===== src/sv/dbps_pkg.sv =====
// Shared types and constants for the dE/dx band particle selector.
package dbps_pkg;

  localparam int CNT_W      = 32;
  localparam int NUM_REGS   = 8;
  localparam int REG_W      = 24;
  localparam int SQRT_STEPS = 26;
  localparam int LOG_STEPS  = 24;
  localparam int DIV_STEPS  = 40;
  localparam int TERM_PHASES = 3;

  localparam logic [31:0] LN2_Q30    = 32'd744261118;
  localparam logic [47:0] RECIP_CAP  = 48'hFF_FFFF_FFFF;
  localparam logic signed [25:0] LNP_MIN = -26'sd786432;
  localparam logic signed [25:0] LNP_MAX = 26'sd393216;
  localparam logic signed [21:0] X_OFFSET = 22'sd131072;

  localparam logic [REG_W-1:0] COEF_RESET [NUM_REGS] = '{
    24'd203459, 24'hFA7EC6, 24'd254373, 24'hFF85A4,
    24'd22808,  24'hFEA794, 24'd105726, 24'hFF79A3
  };

  typedef enum logic [4:0] {
    OP_NONE,
    OP_LOAD,
    OP_SQ,
    OP_SQRT_INIT_P,
    OP_SQRT_INIT_X,
    OP_SQRT_STEP,
    OP_LOG_INIT,
    OP_LOG_STEP,
    OP_LOG_MUL,
    OP_LOG_FIN,
    OP_DIV_INIT_ROOT,
    OP_DIV_INIT_INV,
    OP_DIV_STEP,
    OP_SAVE_ROOT,
    OP_SAVE_INV,
    OP_RSQ,
    OP_RSQ_SAVE,
    OP_CURVE_INIT,
    OP_TERM_LO,
    OP_TERM_HI,
    OP_TERM_ADD,
    OP_BAND,
    OP_OUT
  } dbps_op_t;

  typedef struct packed {
    dbps_op_t    op;
    logic [1:0]  sel;
    logic        curve;
  } dbps_cmd_t;

  typedef struct packed {
    logic go_eval;
    logic out_free;
  } dbps_sts_t;

endpackage


===== src/sv/dbps_ctrl.sv =====
// Sequencer that steps the shared datapath through one track.
module dbps_ctrl import dbps_pkg::*; (
  input  logic      clk,
  input  logic      rst_n,
  input  logic      in_tvalid,
  output logic      in_tready,
  input  dbps_sts_t sts,
  output dbps_cmd_t cmd
);

  typedef enum logic [4:0] {
    S_IDLE, S_SQ, S_SQRT_P, S_SQRT, S_LOG_INIT, S_LOG, S_LOG_MUL, S_LOG_FIN,
    S_CHECK, S_DIV_R_INIT, S_DIV, S_SAVE_R, S_DIV_I_INIT, S_SAVE_I, S_RSQ,
    S_RSQ_SAVE, S_CURVE_INIT, S_TERM, S_BAND, S_DONE
  } state_t;

  state_t      state_r, state_nxt;
  logic [5:0]  cnt_r, cnt_nxt;
  logic        phase_r, phase_nxt;
  logic [1:0]  term_r, term_nxt;
  logic        curve_r, curve_nxt;

  assign in_tready = (state_r == S_IDLE);

  always_comb begin
    state_nxt = state_r;
    cnt_nxt   = cnt_r;
    phase_nxt = phase_r;
    term_nxt  = term_r;
    curve_nxt = curve_r;
    cmd.op    = OP_NONE;
    cmd.sel   = cnt_r[1:0];
    cmd.curve = curve_r;
    unique case (state_r)
      S_IDLE: begin
        if (in_tvalid) begin
          cmd.op    = OP_LOAD;
          cnt_nxt   = '0;
          state_nxt = S_SQ;
        end
      end
      S_SQ: begin
        cmd.op = OP_SQ;
        cnt_nxt = cnt_r + 6'd1;
        if (cnt_r == 6'd2) state_nxt = S_SQRT_P;
      end
      S_SQRT_P: begin
        cmd.op    = OP_SQRT_INIT_P;
        cnt_nxt   = '0;
        phase_nxt = 1'b0;
        state_nxt = S_SQRT;
      end
      S_SQRT: begin
        cmd.op  = OP_SQRT_STEP;
        cnt_nxt = cnt_r + 6'd1;
        if (cnt_r == 6'(SQRT_STEPS - 1)) begin
          cnt_nxt   = '0;
          state_nxt = phase_r ? S_DIV_R_INIT : S_LOG_INIT;
        end
      end
      S_LOG_INIT: begin
        cmd.op    = OP_LOG_INIT;
        cnt_nxt   = '0;
        state_nxt = S_LOG;
      end
      S_LOG: begin
        cmd.op  = OP_LOG_STEP;
        cnt_nxt = cnt_r + 6'd1;
        if (cnt_r == 6'(LOG_STEPS - 1)) state_nxt = S_LOG_MUL;
      end
      S_LOG_MUL: begin
        cmd.op    = OP_LOG_MUL;
        state_nxt = S_LOG_FIN;
      end
      S_LOG_FIN: begin
        cmd.op    = OP_LOG_FIN;
        state_nxt = S_CHECK;
      end
      S_CHECK: begin
        // skip the curves for tracks that cannot pass
        cmd.op    = OP_SQRT_INIT_X;
        cnt_nxt   = '0;
        phase_nxt = 1'b1;
        state_nxt = sts.go_eval ? S_SQRT : S_DONE;
      end
      S_DIV_R_INIT: begin
        cmd.op    = OP_DIV_INIT_ROOT;
        cnt_nxt   = '0;
        phase_nxt = 1'b0;
        state_nxt = S_DIV;
      end
      S_DIV: begin
        cmd.op  = OP_DIV_STEP;
        cnt_nxt = cnt_r + 6'd1;
        if (cnt_r == 6'(DIV_STEPS - 1)) begin
          cnt_nxt   = '0;
          state_nxt = phase_r ? S_SAVE_I : S_SAVE_R;
        end
      end
      S_SAVE_R: begin
        cmd.op    = OP_SAVE_ROOT;
        state_nxt = S_DIV_I_INIT;
      end
      S_DIV_I_INIT: begin
        cmd.op    = OP_DIV_INIT_INV;
        cnt_nxt   = '0;
        phase_nxt = 1'b1;
        state_nxt = S_DIV;
      end
      S_SAVE_I: begin
        cmd.op    = OP_SAVE_INV;
        cnt_nxt   = '0;
        state_nxt = S_RSQ;
      end
      S_RSQ: begin
        cmd.op  = OP_RSQ;
        cnt_nxt = cnt_r + 6'd1;
        if (cnt_r == 6'd2) state_nxt = S_RSQ_SAVE;
      end
      S_RSQ_SAVE: begin
        cmd.op    = OP_RSQ_SAVE;
        state_nxt = S_CURVE_INIT;
      end
      S_CURVE_INIT: begin
        cmd.op    = OP_CURVE_INIT;
        cnt_nxt   = '0;
        term_nxt  = 2'd1;
        curve_nxt = 1'b0;
        state_nxt = S_TERM;
      end
      S_TERM: begin
        cmd.sel = term_r;
        cnt_nxt = cnt_r + 6'd1;
        priority if (cnt_r == 6'd0) begin
          cmd.op = OP_TERM_LO;
        end else if (cnt_r == 6'd1) begin
          cmd.op = OP_TERM_HI;
        end else begin
          cmd.op  = OP_TERM_ADD;
          cnt_nxt = '0;
          if (term_r == 2'd3) begin
            term_nxt = 2'd1;
            if (curve_r) state_nxt = S_BAND;
            else curve_nxt = 1'b1;
          end else begin
            term_nxt = term_r + 2'd1;
          end
        end
      end
      S_BAND: begin
        cmd.op    = OP_BAND;
        state_nxt = S_DONE;
      end
      S_DONE: begin
        if (sts.out_free) begin
          cmd.op    = OP_OUT;
          state_nxt = S_IDLE;
        end
      end
      default: state_nxt = S_IDLE;
    endcase
  end

  always_ff @(posedge clk) begin
    if (!rst_n) begin
      state_r <= S_IDLE;
      cnt_r   <= '0;
      phase_r <= 1'b0;
      term_r  <= 2'd1;
      curve_r <= 1'b0;
    end else begin
      state_r <= state_nxt;
      cnt_r   <= cnt_nxt;
      phase_r <= phase_nxt;
      term_r  <= term_nxt;
      curve_r <= curve_nxt;
    end
  end

`ifndef SYNTH
  a_out_free: assert property (@(posedge clk) disable iff (!rst_n)
    (cmd.op == OP_OUT) |-> sts.out_free) else $error("result written while busy");
  a_done_idle: assert property (@(posedge clk) disable iff (!rst_n)
    (state_r == S_DONE && sts.out_free) |=> (state_r == S_IDLE))
    else $error("finished track not released");
  a_cnt_range: assert property (@(posedge clk) disable iff (!rst_n)
    cnt_r < 6'(DIV_STEPS)) else $error("step counter overrun");
  a_term_range: assert property (@(posedge clk) disable iff (!rst_n)
    (state_r == S_TERM) |-> (term_r != 2'd0)) else $error("bad curve term");
`endif

endmodule


===== config.mk =====
export PLATFORM = sky130hd
export DESIGN_NAME = dbps_ctrl
export DESIGN_NICKNAME = d
export VERILOG_FILES = /design/src/sv/dbps_pkg.sv /design/src/sv/dbps_ctrl.sv
export SDC_FILE = /design/constraint.sdc
export NUM_CORES = 1
export LEC_CHECK = 0
export BUFFER_PORTS_ARGS = -buffer_cell sky130_fd_sc_hd__buf_4
export CORE_MARGIN = 8
export CORE_UTILIZATION = 45
export DETAILED_ROUTE_END_ITERATION = 8
export PLACE_DENSITY = 0.61
export SLEW_MARGIN = 20
export SYNTH_ARGS = -nofsm -noshare
export SYNTH_HDL_FRONTEND = slang
export SYNTH_SLANG_ARGS = --single-unit
export TNS_END_PERCENT = 100

===== constraint.sdc =====
create_clock -name clk -period 1.8 [get_ports clk]
set_input_delay 0.18 -clock clk [delete_from_list [all_inputs] [get_ports clk]]
set_output_delay 0.18 -clock clk [all_outputs]
set_load 0.02 [all_outputs]

==> results of run 1 <==
[sequential cells by signal, indices dropped and copies added, names as in the netlist]
name / count
state_r: 5
cnt_r: 6
curve_r: 1
term_r: 2
phase_r: 1
[report_power, final]
| part | switching [W] | internal, W |
|---|---|---|
| sequential | 0.0000699 | 0.000390 |
| combinational | 0.000907 | 0.000826 |
| clock | 0.000112 | 0.0000860 |
| total | 0.00109 | 0.00130 |
[routing by layer]
layer / vias up / track usage [%] / part of all wire [%]
met5: - / 0 / 0
met4: 0 / 5.00 / 1.7
met3: 10 / 3.64 / 6.1
met2: 65 / 28.2 / 47
met1: 847 / 20.8 / 45
li1: 833 / - / -
[worst min path at each step]
| stage | to | cells past startpoint | slack [ps] | from |
|---|---|---|---|---|
| after floorplan | term_r[0] | 2 | 450 | rst_n |
| after global placement | term_r[0] | 2 | 460 | rst_n |
| after detailed placement | term_r[0] | 2 | 450 | rst_n |
| after CTS | term_r[0] | 2 | 150 | rst_n |
| after global routing | term_r[0] | 2 | 170 | rst_n |
| final | term_r[0] | 2 | 160 | rst_n |
[cell usage after synthesis (3+ instances only)]
cell type and number:
a211oi_1 4, a21oi_1 18, a22oi_1 3, a31oi_1 3, buf_2 10, buf_4 4, clkbuf_1 4, dfxtp_1 15
ha_1 6, inv_1 7, mux2i_1 3, nand2_1 17, nand2b_1 5, nand3_1 6, nand3b_1 4, nand4b_1 3
nor2_1 16, nor2b_1 4, nor3_1 7, o211ai_1 4, o21a_1 3, o21ai_0 16
[stage by stage]
step                power, W  worst slack, ps  setup TNS [ps]  area, µm²  std cells
floorplan            0.00141              135               0       1540        208
global placement     0.00186             68.7               0       1780        271
detailed placement   0.00188             3.79               0       1780        271
CTS                  0.00223             -144            -246       1930        280
global route         0.00255             -277            -695       2040        285
finish               0.00239             -156            -288       2040        285
[final cells by class]
type,instances,area (µm²)
well taps,46,57.6
fillers,305,1270
inverters,9,33.8
clock buffers,4,26.3
repair buffers,47,388
multi-input cells,164,1210
flip-flops and latches,15,324
[worst max-delay path, delay by kind of cell (launching register included)]
family | cells | cell delay (ps)
simple gates | 1 | 410
flops | 1 | 350
buf+inv | 1 | 170
compound gates | 4 | 570
[kinds of logic (layout without fill, tap and decap cells)]
family	Yosys count	in the layout	synth area share, %
buf+inv	29	60	9.42
compound gates	72	72	32.3
fa+ha+maj	6	6	4.87
xor+xnor	1	1	0.569
flops	15	15	19.5
mux	4	4	2.68
simple gates	81	81	30.6
[repair_timing]
item                       4_1_cts  5_1_grt
setup endpoints to repair       10       16
buffers inserted                 6        6
resized for setup               30       18
pin swaps                       12        9
==> impl_metrics.ini, run 1 <==
[cts]
clock_path_buffers = 2
cts_tree = done
root_buffer = clkbuf_4
clock_latency_ps = 280
cts_buffers = 3
cts_sinks = 15
cts_max_level = 1
cts.clk_slew.worst_paths_ps = 90
cts_hold_buf = 0

[sta]
slew-limit-headroom_pct = 72.4
setup_violations = 3
maxSlewViolCount = 0
fin_crit_sh_pct = 109
rsz0062_at_grt = yes
fin_crit_ps = 1960
finClkSkew_ps = 2.49
hold_viol = 0
worst-slew-pin-transition_ps = 409
postLayoutSetupSlackWorst_ps = -156
fmax_ghz = 0.511
holdWs_ps = 163

[layout]
fin_nets = 251
final_cell_mix = buf_4, a21oi_1, nand2_1
drive_above_1_share_pct = 36.4
syn2layout_area_growth_pct = 32.4
finish.utilization_pct = 61.6
antenna_cells = 0
final_common_cell = buf_4

[setup_path]
start_kind = flop
crit_chain = nor4_4 > o21a_1 > o21ai_1 > a21oi_1 > o221ai_1 > buf_4
timing.rr.start = cnt_r[1]
crit_end = cmd[5]
reg2reg_slack_ps = 60
crit_path_start = cnt_r[3]
r2r-end = state_r[1]
max_stage_delay_ps = 410
slowest_stage = nor4_4
end_kind = primary output
worstPathRequired_ps = 1620
path_max_fanout = 5
worstPathArrival_ps = 1780
reg2reg_depth = 8
crit_type = flop to primary output

[synthesis]
ys_ff_latch = 15
ys.flop_type = dfxtp_1
synth_edf_count = 0
syn_inst = 208
syn-cell-area_um2 = 1540
synth.largest_area_cell = dfxtp_1
yosysWarnings = 0
synth.avg_cell_area_um2 = 7.40
ys_async_sr_fraction_pct = 0
synth.top_cell.area_share_pct = 19.5
ys_seq_area_share_pct = 19.5
synth_nets = 219
synth.distinct_cells = 59
synth_area_leaders = dfxtp_1, a21oi_1, o21ai_0

[placement]
port_buffers = 13
place_congestion = 0.900
dp_hpwl_mm = 3.26

[floorplan]
io_pins = 14
core_area_um2 = 3310
fp.dieH_um = 74.5
dieArea_um2 = 5550
die_w_um = 74.5
start_util_pct = 46.5
rows = 21

[global_routing]
antenna_found_initial = 0
grt_start_max_net_pins = 22
grt_use_total_pct = 16.8
first_global_vias = 1670
grt_overflow = 0
grt_pass1_wl_mm = 7.47

[power_and_ir_drop]
vdd_drop_max_uv = 679
leakage_nw = 0.777
powerDensity_nw_per_um2 = 1170

[hold_path]
hold_path.class = input pin to flop

[status]
status = complete, but fails checks
violations = negative setup slack

[routing]
num_vias = 1755
wl_per_cell_um = 16.4
routed_via_density = 6.16
drt_iter0_drc = 123
remaining_drc_errors = 0
dr.pass1.iters = 5
antenna_left = 0
drt_wl_total_mm = 4.66

[run]
drv_cap = 0
Power figures use the tool's default switching activity.
==> run 2: changes to the inputs <==
--- a/config.mk
+++ b/config.mk
@@ -8,6 +8,7 @@
 export BUFFER_PORTS_ARGS = -buffer_cell sky130_fd_sc_hd__buf_4
 export CORE_MARGIN = 8
 export CORE_UTILIZATION = 45
+export CTS_CLUSTER_DIAMETER = 200
 export DETAILED_ROUTE_END_ITERATION = 8
 export PLACE_DENSITY = 0.61
 export SLEW_MARGIN = 20
==> constraint.sdc (replaced) <==
create_clock -name clk -period 1.8 [get_ports clk]
set_input_delay 0.09 -clock clk [delete_from_list [all_inputs] [get_ports clk]]
set_output_delay 0.09 -clock clk [all_outputs]
set_load 0.02 [all_outputs]
==> impl_metrics.ini, run 2 (synthesis gave the netlist of run 1 again) <==
[status]
status = complete, but fails checks
violations = negative setup slack

[floorplan]
rows = 21
io_pins = 14
dieArea_um2 = 5550
fp.dieH_um = 74.5
die_w_um = 74.5
start_util_pct = 46.5
core_area_um2 = 3310

[power_and_ir_drop]
powerDensity_nw_per_um2 = 1250
power_w = 0.00269
vdd_drop_max_uv = 699
leakage_nw = 0.833

[sta]
finClkSkew_ps = 5.47
postLayoutSetupSlackWorst_ps = -79.1
fmax_ghz = 0.532
hold_viol = 0
worst-slew-pin-transition_ps = 582
fin_crit_sh_pct = 104
rsz0062_at_grt = yes
fin_crit_ps = 1880
setup_violations = 7
maxSlewViolCount = 0
slew-limit-headroom_pct = 60.7

[cts]
clock_latency_ps = 300
clock_path_buffers = 2
cts_buffers = 3
cts.clk_slew.worst_paths_ps = 100
cts_hold_buf = 0
cts_tree = done
root_buffer = clkbuf_4
cts_sinks = 15
cts_max_level = 1

[routing]
antenna_left = 0
wl_per_cell_um = 17.9
num_vias = 1815
drt_wl_total_mm = 5.18
dr.pass1.iters = 6
routed_via_density = 6.26
drt_iter0_drc = 190
remaining_drc_errors = 0

[layout]
final_cell_mix = buf_4, a21oi_1, nor2_1
drive_above_1_share_pct = 38.9
regMostFlops = cnt_r
fin_nets = 256
syn2layout_area_growth_pct = 40.0
reg_top3 = cnt_r (6), state_r (5), term_r (2)
final_common_cell = buf_4
antenna_cells = 0
layout.cells.non_filler = 290
largest_reg_flops = 6

[global_routing]
grt_use_total_pct = 17.5
first_global_vias = 1557
grt_overflow = 0
antenna_found_initial = 0
grt_pass1_wl_mm = 7.55
grt_start_max_net_pins = 25

[setup_path]
max_stage_delay_ps = 590
r2r-end = state_r[0]
crit_chain = buf_4 > inv_1 > o41ai_1 > a21oi_2 > o211a_1 > o221a_1
worstPathRequired_ps = 2000
crit_type = flop to flop
path_max_fanout = 4
slowest_stage = o41ai_1
reg2reg_slack_ps = -80
cp_top_family = compound AO/OA/AOI/OAI gates
crit_end = state_r[0]
start_kind = flop
worstPathArrival_ps = 2070
end_kind = flop
crit_path_start = state_r[0]
reg2reg_depth = 6
cp_num_cells = 6
timing.rr.start = state_r[0]
cp_num_buf_inv = 2

[placement]
dp_hpwl_mm = 3.27
dp_cells = 267
place_congestion = 0.849
port_buffers = 13

[hold_path]
hold_path.class = input pin to flop

[run]
drv_cap = 0
==> run 2: cell type report <==
cell class | instances | area [µm²]
Clock buffer | 3 | 22.5
Tap cell | 46 | 57.6
Fill cell | 293 | 1150
Multi-Input combinational cell | 164 | 1240
Inverter | 9 | 38.8
Clock inverter | 1 | 5.00
Sequential cell | 15 | 333
Timing Repair Buffer | 52 | 458
==> run 2: worst min path at each step <==
stage / from / end / slack, ps / cells after the start
2_1_floorplan: rst_n / term_r[0] / 360 / 2
6_report: rst_n / term_r[0] / 50 / 2
3_5_place_dp: rst_n / term_r[0] / 350 / 2
3_3_place_gp: rst_n / term_r[0] / 360 / 2
4_1_cts: rst_n / term_r[0] / 40 / 2
5_1_grt: rst_n / term_r[0] / 50 / 2
==> run 2: what timing repair did <==
action	in CTS	in global routing
buffers inserted	11	8
resized for setup	30	35
pin swaps	9	14
gates cloned	0	0
endpoints found under the setup margin	12	16
==> run 2: power by group <==
group / internal [W] / switching, W / leakage, nW / total (W)
Clock: 0.0000831 / 0.000129 / 0.0177 / 0.000212
Sequential: 0.000389 / 0.0000671 / 0.129 / 0.000456
Combinational: 0.00100 / 0.00102 / 0.686 / 0.00203
Total: 0.00147 / 0.00122 / 0.833 / 0.00269
==> run 2: per-stage QoR <==
stage / worst slack [ps] / instance area (µm²) / hold slack (ps) / setup TNS [ps] / utilization, %
floorplan: 225 / 1540 / 360 / 0 / -
global placement: 20.6 / 1750 / 358 / 0 / 52.8
detailed placement: -66.3 / 1750 / 350 / -116 / 52.8
CTS: -18.1 / 1940 / 42.8 / -26.4 / 58.5
global route: -142 / 2160 / 50.0 / -1200 / 65.1
finish: -79.1 / 2160 / 52.0 / -343 / 65.1
==> run 2: metal layers <==
metal | GRT usage, % | vias to the layer above | part of all wire (%)
met3 | 3.64 | 11 | 6.7
met1 | 21.7 | 872 | 44
met2 | 28.7 | 84 | 48
met4 | 6.52 | 0 | 1.9
met5 | 0 | - | 0
li1 | - | 848 | -
